<file path="src/hdl/mmg_pkg.sv">
// ----------------------------------------------------------------------------
// mmg_pkg: shared types and constants
// Field widths, command codes, mode codes and the MAC control word.
// ----------------------------------------------------------------------------
package mmg_pkg;

  localparam int FUNC_W    = 2;
  localparam int MODE_W    = 2;
  localparam int DIM_W     = 5;
  localparam int IDX_W     = 4;
  localparam int ELEM_W    = 16;
  localparam int VAL_W     = 32;
  localparam int CFG_IDX_W = 2;

  // command codes
  localparam logic [FUNC_W-1:0] FUNC_LOAD_FIRST  = 2'd0;
  localparam logic [FUNC_W-1:0] FUNC_LOAD_SECOND = 2'd1;
  localparam logic [FUNC_W-1:0] FUNC_QUERY       = 2'd2;

  // product modes
  localparam logic [MODE_W-1:0] MODE_FWD       = 2'd0;
  localparam logic [MODE_W-1:0] MODE_GRAD_LEFT = 2'd1;
  localparam logic [MODE_W-1:0] MODE_GRAD_RGHT = 2'd2;

  // register indexes
  localparam logic [CFG_IDX_W-1:0] CFG_OP_MODE = 2'd0;
  localparam logic [CFG_IDX_W-1:0] CFG_DIM_M   = 2'd1;
  localparam logic [CFG_IDX_W-1:0] CFG_DIM_K   = 2'd2;
  localparam logic [CFG_IDX_W-1:0] CFG_DIM_N   = 2'd3;

  localparam logic [DIM_W-1:0] DIM_RESET = 5'd16;

  typedef struct packed {
    logic start;  // load accumulator with the initial value
    logic step;   // operand pair valid on the store read ports
  } mac_ctrl_t;

endpackage

</file>
<file path="src/hdl/mmg_mac.sv">
// ----------------------------------------------------------------------------
// mmg_mac: multiply-accumulate with output saturation
// Registered 16x16 product, wide accumulator, clip to signed 32 bits.
// ----------------------------------------------------------------------------
module mmg_mac #(
  parameter int ACC_W = 38
) (
  input  logic                             clk,
  input  logic                             rst,
  input  mmg_pkg::mac_ctrl_t               ctrl,
  input  logic signed [mmg_pkg::VAL_W-1:0]  init,
  input  logic signed [mmg_pkg::ELEM_W-1:0] a,
  input  logic signed [mmg_pkg::ELEM_W-1:0] b,
  output logic                             pending,
  output logic signed [mmg_pkg::VAL_W-1:0]  result,
  output logic                             sat
);

  localparam int VW = mmg_pkg::VAL_W;

  localparam logic signed [ACC_W-1:0] SAT_HI = {{(ACC_W-VW+1){1'b0}}, {(VW-1){1'b1}}};
  localparam logic signed [ACC_W-1:0] SAT_LO = {{(ACC_W-VW+1){1'b1}}, {(VW-1){1'b0}}};

  logic signed [VW-1:0]    prod;
  logic signed [ACC_W-1:0] acc;

  always_ff @(posedge clk) begin
    if (rst) begin
      pending <= 1'b0;
    end else begin
      pending <= ctrl.step;
    end
  end

  always_ff @(posedge clk) begin
    prod <= a * b;
    if (ctrl.start) begin
      acc <= {{(ACC_W-VW){init[VW-1]}}, init};
    end else if (pending) begin
      acc <= acc + {{(ACC_W-VW){prod[VW-1]}}, prod};
    end
  end

  always_comb begin
    if (acc > SAT_HI) begin
      result = SAT_HI[VW-1:0];
      sat    = 1'b1;
    end else if (acc < SAT_LO) begin
      result = SAT_LO[VW-1:0];
      sat    = 1'b1;
    end else begin
      result = acc[VW-1:0];
      sat    = 1'b0;
    end
  end

endmodule

</file>
<file path="config.mk">
export PLATFORM = sky130hd
export DESIGN_NAME = mmg_mac
export DESIGN_NICKNAME = d
export VERILOG_FILES = /design/src/hdl/mmg_pkg.sv /design/src/hdl/mmg_mac.sv
export SDC_FILE = /design/constraint.sdc
export NUM_CORES = 1
export LEC_CHECK = 0
export ABC_AREA = 1
export BUFFER_PORTS_ARGS = -buffer_cell sky130_fd_sc_hd__buf_4
export CELL_PAD_IN_SITES_DETAIL_PLACEMENT = 1
export CELL_PAD_IN_SITES_GLOBAL_PLACEMENT = 2
export CORE_MARGIN = 4
export CORE_UTILIZATION = 37
export CTS_CLUSTER_SIZE = 20
export DETAILED_ROUTE_END_ITERATION = 10
export PLACE_DENSITY_LB_ADDON = 0.1
export SETUP_SLACK_MARGIN = 0.5
export SYNTH_ARGS = -nofsm -noshare
export SYNTH_HDL_FRONTEND = slang
export SYNTH_SLANG_ARGS = --single-unit
</file>
<file path="constraint.sdc">
create_clock -name clk -period 9.61 [get_ports clk]
set_clock_uncertainty 0.2 [all_clocks]
set_input_delay 2.883 -clock clk [delete_from_list [all_inputs] [get_ports clk]]
set_output_delay 2.883 -clock clk [all_outputs]
set_load 0.05 [all_outputs]
</file>
==> reports/metrics.yaml <==
die_w_um: 216
avgSynthCellArea_sq_um: 7.05
finalWirelength_um: 51900
grt.total_usage: 0.226
slew_viol_final: 0
gp_congestion: 0.879
cap_violations: 0
fin_crit_ns: 8.32
ys_types: 32
synth_fa_ha_area_frac: 0.422
outcome: "complete, no violations"
max_freq_ghz: 0.120
synth_async_sr_flop_share: 0
rsz0062_at_grt: "no"
cts_buffers: 9
post_drt_wl_per_cell_um: 17.9
place_inst: 2878
cts_max_level: 3
final-instance-count-excl-fill: 2894
syn_nets: 2721
start_kind: "input pin"
drt_iter0_drc: 449
yosysWarningCount: 0
synth-edff-count: 38
path_buf_inv: 4
port_buffers: 101
hold_viol: 0
syn_area_sq_um: 16000
start_util: 0.378
cpMostUsedCell: "fa_1"
io-pin-count: 102
cpMaxStageDelayCell: "fa_1"
placedInstanceArea_sq_um: 17200
synth_top_family_by_area: "adder cells"
vias_per_cell: 4.76
final_cell_area_sq_um: 17600
ctsResizeCount: 0
arrival_ns: 8.37
max-slew-margin-rel: 0.255
clock_latency_ns: 0.37
drive_above_1_share: 0.0626
synth-xor-area-share: 0.0191
grt_pass1_wl_um: 83300
path_cells: "buf_4, nand2_1, inv_1, fa_1, fa_1, fa_1, fa_1, fa_1, inv_1, fa_1, inv_1, ha_1, a21oi_1, o21ai_0, nand2_1, o211ai_1, a21oi_1, nand2_1, nand2_1, nand2_1"
cts_setup_buffers: 0
min_period_over_period: 0.866
dp_hpwl_um: 45000
die_area_sq_um: 46700
cp_top_family: "adder cells"
ys_ff_latch: 71
first_pass_iters: 6
area_growth_pct: 9.70
setup_viol: 0
syn_inst: 2271
yosysSeqAreaShare: 0.113
yosys.area_share.simple: 0.250
crit_type: "in2reg"
layout.nets: 2762
worstSetupEndpointType: "flop"
multi_input_area_sq_um: 11700
regArea_sq_um: 1800
fp.dieH_um: 216
overflow: 0
antenna_left: 0
path_clk_slew_ns: 0.06
diodes: 0
grt_pass1_vias: 15362
required_ns: 9.66
synthMuxAreaShare: 0
cp_max_fo: 16
synth_compound_gate_area_share: 0.0381
tightest_slew_ns: 1.12
clock_path_buffers: 2
root_buffer: "clkbuf_16"
tritoncts: "yes"
cts.sinks: 71
core_sq_um: 42300
hold_path_class: "reg2reg"
n_fill_cell: 5434
rows: 75
max_stage_delay_ns: 0.79
grt_max_degree: 43
antenna_found_initial: 0
route.vias.total: 13776
setup_tns_ns: 0
cts_hold_buf: 0
synth_ff_type: "edfxtp_1"
route.detailed.drc: 0
## synth_stat cells, types with 7 or more instances
cell type	instances	area [sq um]
xnor2_1	13	114
clkbuf_1	69	259
inv_1	603	2260
o21ai_0	27	135
fa_1	263	5270
edfxtp_1	38	1140
nand3_1	79	395
o21bai_1	9	67.6
nor3_1	7	35.0
xor2_1	22	193
nor2_1	117	439
or2_2	13	81.3
a21oi_1	61	305
nand3b_1	8	60.1
ha_1	119	1490
dfxtp_1	33	661
nand2_1	739	2770
nand4_1	17	106
## cell families after synthesis
group           after synthesis
compound gates              112
fa+ha+maj                   382
buf+inv                     676
simple gates                995
xor+xnor                     35
flops                        71
## placed cells by master (no fill, tap or decap)
cell	instances
bufinv_16	1
a21oi_1	61
or2_2	13
clkbuf_16	10
buf_4	103
nor3_1	7
o31ai_4	1
a21o_1	3
nand3_1	79
inv_1	603
nand2_1	739
inv_8	1
ha_1	119
o211ai_1	2
nor3_2	1
inv_6	2
a21oi_2	2
dfxtp_1	33
o21ai_1	4
o21ai_0	27
nor2_2	4
nor2_1	117
fa_1	263
xnor2_1	13
a31oi_1	3
nand3_2	3
nand4_1	17
xor2_1	22
or2_1	4
o21bai_1	9
edfxtp_1	38
nand2_2	2
and3_1	1
inv_4	1
nand3b_1	8
clkinvlp_4	1
## routing by layer
metal  track usage  vias to the layer above  part of all wire
li1              -                     6664                 -
met1         0.284                     6897              0.45
met2         0.425                      164              0.52
met3        0.0149                       51             0.018
met4        0.0521                        0             0.019
met5             0                        -                 0
## path summary, 6_finish.rpt
check           from        to  slack (ns)  cells after the start
min reg2reg  prod[0]    acc[0]        0.43                      3
max            a[15]  prod[28]        1.29                     20
min          prod[0]    acc[0]        0.43                      3
max reg2reg   acc[0]   acc[32]        6.43                     15
## registers in the layout, indices dropped and copies added, names as in the netlist
| register | cells |
|---|---|
| acc | 38 |
| pending | 1 |
| prod | 32 |
## through the flow
| step | util | setup slack [ns] | hold WS (ns) |
|---|---|---|---|
| 6_report | 0.415 | 1.29 | 0.433 |
| 5_1_grt | 0.415 | 1.02 | 0.498 |
| 4_1_cts | 0.415 | 1.26 | 0.436 |
| 3_5_place_dp | 0.407 | 0.886 | 0.418 |
| 3_3_place_gp | 0.407 | 0.968 | 0.425 |
| 2_1_floorplan | - | 1.42 | 0.394 |
## layout make-up
cell class	instances	share of cell area
timing repair buffer	103	0.0440
clock inverter	6	0.00413
sequential	71	0.103
inverter	603	0.129
multi-input combinational	1524	0.665
tap	577	0.0411
clock buffer	10	0.0142
## worst min-delay path, cell delays in order (launching register included)
cell and delay, ns:
dfxtp_1 0.32, ha_1 0.13, nand2_1 0.05, nand2_1 0.04
Power is not shown: default switching activity piles up to over one toggle a cycle in this logic, so the estimate is an artifact.
