**config.mk**
```make
export PLATFORM = sky130hd
export DESIGN_NAME = mmg_store
export DESIGN_NICKNAME = d
export VERILOG_FILES = /design/src/hdl/mmg_pkg.sv /design/src/hdl/mmg_store.sv
export SDC_FILE = /design/constraint.sdc
export NUM_CORES = 2
export LEC_CHECK = 0
export BUFFER_PORTS_ARGS = -buffer_cell sky130_fd_sc_hd__clkbuf_2
export CAP_MARGIN = 20
export CORE_MARGIN = 2
export CORE_UTILIZATION = 54
export CTS_CLUSTER_SIZE = 16
export DETAILED_ROUTE_END_ITERATION = 10
export PLACE_DENSITY = 0.69
export SKIP_LAST_GASP = 1
export SYNTH_ARGS = -nofsm -noshare
export SYNTH_HDL_FRONTEND = slang
export SYNTH_SLANG_ARGS = --single-unit
```
**constraint.sdc**
```tcl
create_clock -name clk -period 4.09 [get_ports clk]
set_clock_uncertainty 0.05 [all_clocks]
set_input_delay 0.409 -clock clk [delete_from_list [all_inputs] [get_ports clk]]
set_output_delay 0.409 -clock clk [all_outputs]
set_load 0.02 [all_outputs]
```
**src/hdl/mmg_pkg.sv**
```systemverilog
// ----------------------------------------------------------------------------
// mmg_pkg: shared types and constants
// Field widths, command codes, mode codes and the MAC control word.
// ----------------------------------------------------------------------------
package mmg_pkg;

  localparam int FUNC_W    = 2;
  localparam int MODE_W    = 2;
  localparam int DIM_W     = 5;
  localparam int IDX_W     = 4;
  localparam int ELEM_W    = 16;
  localparam int VAL_W     = 32;
  localparam int CFG_IDX_W = 2;

  // command codes
  localparam logic [FUNC_W-1:0] FUNC_LOAD_FIRST  = 2'd0;
  localparam logic [FUNC_W-1:0] FUNC_LOAD_SECOND = 2'd1;
  localparam logic [FUNC_W-1:0] FUNC_QUERY       = 2'd2;

  // product modes
  localparam logic [MODE_W-1:0] MODE_FWD       = 2'd0;
  localparam logic [MODE_W-1:0] MODE_GRAD_LEFT = 2'd1;
  localparam logic [MODE_W-1:0] MODE_GRAD_RGHT = 2'd2;

  // register indexes
  localparam logic [CFG_IDX_W-1:0] CFG_OP_MODE = 2'd0;
  localparam logic [CFG_IDX_W-1:0] CFG_DIM_M   = 2'd1;
  localparam logic [CFG_IDX_W-1:0] CFG_DIM_K   = 2'd2;
  localparam logic [CFG_IDX_W-1:0] CFG_DIM_N   = 2'd3;

  localparam logic [DIM_W-1:0] DIM_RESET = 5'd16;

  typedef struct packed {
    logic start;  // load accumulator with the initial value
    logic step;   // operand pair valid on the store read ports
  } mac_ctrl_t;

endpackage

```
**src/hdl/mmg_store.sv**
```systemverilog
// ----------------------------------------------------------------------------
// mmg_store: operand store
// Synchronous RAM, one write port, one read port with registered data.
// ----------------------------------------------------------------------------
module mmg_store #(
  parameter int DEPTH = 256,
  parameter int AW    = 8
) (
  input  logic                      clk,
  input  logic                      we,
  input  logic [AW-1:0]             waddr,
  input  logic [mmg_pkg::ELEM_W-1:0] wdata,
  input  logic [AW-1:0]             raddr,
  output logic [mmg_pkg::ELEM_W-1:0] rdata
);

  logic [mmg_pkg::ELEM_W-1:0] mem [DEPTH];

  always_ff @(posedge clk) begin
    if (we) begin
      mem[waddr] <= wdata;
    end
    rdata <= mem[raddr];
  end

endmodule

```
==> flow_metrics.tcl <==
set metrics [dict create \
    cp_slowest_stage_delay_ns 0.98 \
    status "completed" \
    die_x_um 546 \
    mostFrequentLayoutCells "sky130_fd_sc_hd__edfxtp_1 (4096), sky130_fd_sc_hd__mux4_2 (797), sky130_fd_sc_hd__mux2i_1 (565)" \
    cp_data_required_time_ns 4.84 \
    timing.hold.ws_ns 0.0380 \
    synthArstFlopShare_pct 0 \
    grt_remaining_overflow 0 \
    start_util_pct 54.2 \
    netlist.area_leader.share_pct 77.5 \
    critical_path.slowest_cell "sky130_fd_sc_hd__o32ai_1" \
    antenna_found_initial 23 \
    global_route.usage.total_pct 27.6 \
    worst-setup-path-type "in2reg" \
    clock-sinks 4112 \
    rsz0062_at_grt "false" \
    internal_power_uw 68300 \
    timing_hold_violations_final 0 \
    pwr-share-seq_pct 53.4 \
    cts_tree "built" \
    start_kind "primary input" \
    setup_total_neg_slack_ns 0 \
    synth_flop_cell "sky130_fd_sc_hd__edfxtp_1" \
    clk_transition_reported_paths_ns 0.06 \
    synth_top_area_cell "sky130_fd_sc_hd__edfxtp_1" \
    nets 8008 \
    cts-buffers-inserted 400 \
    final_core_util_pct 61.4 \
    power_density_nw_per_um2 484 \
    cts.root.buffer_cell "sky130_fd_sc_hd__clkbuf_16" \
    wirelength_um 415000 \
    totalPowerFinal_uw 87200 \
    dr.pass1.iters 6 \
    worstPathMaxFanout 26 \
    netlist_area_sq_um 159000 \
    chipHeight_um 546 \
    via_per_inst 6.59 \
    drtIter0Drc 12400 \
    slew_viol_final 0 \
    clkLatencyLatePin_ns 0.99 \
    coreArea_sq_um 293000 \
    final_common_cell "sky130_fd_sc_hd__edfxtp_1" \
    fmax_achieved_mhz 299 \
    grt_pass1_wl_um 589000 \
    min_path_type "in2reg" \
    floorplan.io_pins 50 \
    clock_power_share_pct 41.4 \
    report.final.setup_viol 0 \
    transition_at_the_pin_with_the_smallest_max_transition_slack_ns 1.27 \
    postSynthRegisterBits 4112 \
    grt_max_degree 148 \
    post_synth_num_cell_types 52 \
    ys_top_cells_by_area "sky130_fd_sc_hd__edfxtp_1 (77%), sky130_fd_sc_hd__mux4_2 (11%), sky130_fd_sc_hd__mux2i_1 (3.6%)" \
    antenna_violating_nets_post_route 0 \
    gp_routability_congestion 0.916 \
    clock_tree.htree_level_count 5 \
    final.min_clock_period_ns 3.35 \
    crit_chain "buf_12, buf_12, buf_4, mux4_2, mux2_2, a22oi_1, nand2_1, o32ai_1, buf_4, nor4_1" \
    post-route-period-util_pct 81.8 \
    synth_enable_flop_cells 4096 \
    detailed_place_hpwl_um 250000 \
    avgRoutedWirePerCell_um 33.9 \
    port-buffer-count 49 \
    placedInstanceArea_sq_um 167000 \
    layout-area-overhead-vs-synth_pct 13.5 \
    cell_class_contributing_the_biggest_share_of_worst_path_delay "compound AO/OA/AOI/OAI gates" \
    power.share.switching_pct 21.6 \
    cp_data_arrival_time_ns 4.10 \
    yosysWarnings 0 \
    synth.avg_cell_area_sq_um 21.6 \
    vdd.ir_drop.worst_mv 0.454 \
    static-leakage-power_uw 0.0575 \
    post_cts.repair.setup_buffers 0 \
    power_switching_uw 18900 \
    remaining_drc_errors 0 \
    syn-instance-count 7360 \
    cap_viol_max_count 0 \
    syn-num-nets 7394 \
    die-area_sq_um 298000 \
    postLayoutCellArea_sq_um 180000 \
    rows 199 \
    critPathBufInv 4 \
    clk_path_buf_depth 4 \
    synth-seq-area-share_pct 77.7 \
    first_global_vias 79200 \
    combPwrFrac_pct 5.2 \
    maxSlewHeadroom_pct 15.3 \
    setup.worst_path.end_class "flop" \
    number_of_vias_after_detailed_routing 80700 \
    final_layout_size_suffix_gt1_share_pct 26.1 \
]
-- power by group through the flow --
stage | clock (uW) | sequential [uW] | combinational, uW
finish | 36100 | 46600 | 4490
global placement | 0 | 47400 | 4360
CTS | 36500 | 46600 | 4470
floorplan | 0 | 47400 | 2290
global route | 38100 | 46500 | 4660
detailed placement | 0 | 47500 | 4440
-- cells in the mapped netlist, types with 9 or more instances --
cell type                  instances
sky130_fd_sc_hd__buf_6            77
sky130_fd_sc_hd__edfxtp_1       4096
sky130_fd_sc_hd__clkbuf_1        230
sky130_fd_sc_hd__a221oi_1         28
sky130_fd_sc_hd__buf_4            26
sky130_fd_sc_hd__o31ai_1          16
sky130_fd_sc_hd__and3_1           11
sky130_fd_sc_hd__nor4_1           17
sky130_fd_sc_hd__o22ai_1         148
sky130_fd_sc_hd__a22oi_1          43
sky130_fd_sc_hd__mux4_2          797
sky130_fd_sc_hd__a211oi_1         18
sky130_fd_sc_hd__o32ai_1          20
sky130_fd_sc_hd__dfxtp_1          16
sky130_fd_sc_hd__buf_8            11
sky130_fd_sc_hd__buf_2            76
sky130_fd_sc_hd__buf_1            27
sky130_fd_sc_hd__a21oi_1         175
sky130_fd_sc_hd__nand2_1          38
sky130_fd_sc_hd__o221ai_1        252
sky130_fd_sc_hd__mux2_2           88
sky130_fd_sc_hd__mux2i_1         565
sky130_fd_sc_hd__nand3_1          35
sky130_fd_sc_hd__nor3_1           92
sky130_fd_sc_hd__a22o_1           32
sky130_fd_sc_hd__nor2_1          304
sky130_fd_sc_hd__nor2b_1           9
sky130_fd_sc_hd__o21ai_0          37
sky130_fd_sc_hd__nand4_1          26
-- worst register-to-register path, delay by kind of cell (launching register included) --
kind                   cells  cell delay, ns
AO/OA/AOI/OAI              2            1.39
buffers and inverters      1            0.27
flip-flops                 1            0.37
multiplexers               2            0.76
AND/OR/NAND/NOR            2            0.32
-- final cells by class --
class	instances	area, sq um
Antenna cell	19	47.5
Timing Repair Buffer	664	6020
Sequential cell	4112	123000
Clock buffer	498	10500
Fill cell	19700	113000
Tap cell	3919	4900
Inverter	4	27.5
Multi-Input combinational cell	2792	32900
Clock inverter	236	2310
-- per-stage QoR --
| step | std cells | setup WS (ns) |
|---|---|---|
| floorplan | 7360 | 1.47 |
| global placement | 11500 | -0.00417 |
| detailed placement | 11500 | -0.0639 |
| CTS | 12200 | 0.848 |
| global route | 12200 | 0.839 |
| finish | 12200 | 0.744 |
-- path summary, 6_finish.rpt --
path                     start     endpoint  slack, ns  cells after the start
setup / recovery      raddr[0]    rdata[14]       0.74                     10
setup reg to reg    mem[2][14]    rdata[14]       0.79                      7
hold / removal       wdata[15]  mem[91][15]       0.04                      1
hold reg to reg   mem[218][13]    rdata[13]       0.98                      6
-- registers in the layout, indices dropped and copies added (netlist names) --
| register | flops |
|---|---|
| mem | 4096 |
| rdata | 16 |
-- per-layer routing --
| metal | routed length, um | share of wire, % | GRT usage (%) | vias to the layer above |
|---|---|---|---|---|
| met2 | 197000 | 47 | 43.2 | 5048 |
| met3 | 45600 | 11 | 5.55 | 780 |
| li1 | - | - | - | 32500 |
| met5 | 96 | 0.023 | 0 | - |
| met1 | 155000 | 37 | 38.9 | 42400 |
| met4 | 17100 | 4.1 | 10.0 | 8 |
-- what timing repair did --
| item | 4_1_cts | 5_1_grt |
|---|---|---|
| setup endpoints to repair | 0 | 0 |
| endpoints found under the hold margin | 450 | 0 |
| resized for setup | 0 | 0 |
| hold buffers | 15 | 0 |
-- cell families after synthesis --
kind of cell | after synthesis | synth area share (%)
buffers and inverters | 456 | 1.69
multiplexers | 1450 | 15.5
AND/OR/NAND/NOR | 556 | 1.57
AO/OA/AOI/OAI | 786 | 3.54
flip-flops | 4112 | 77.7
(Power assumes the default switching activity.)
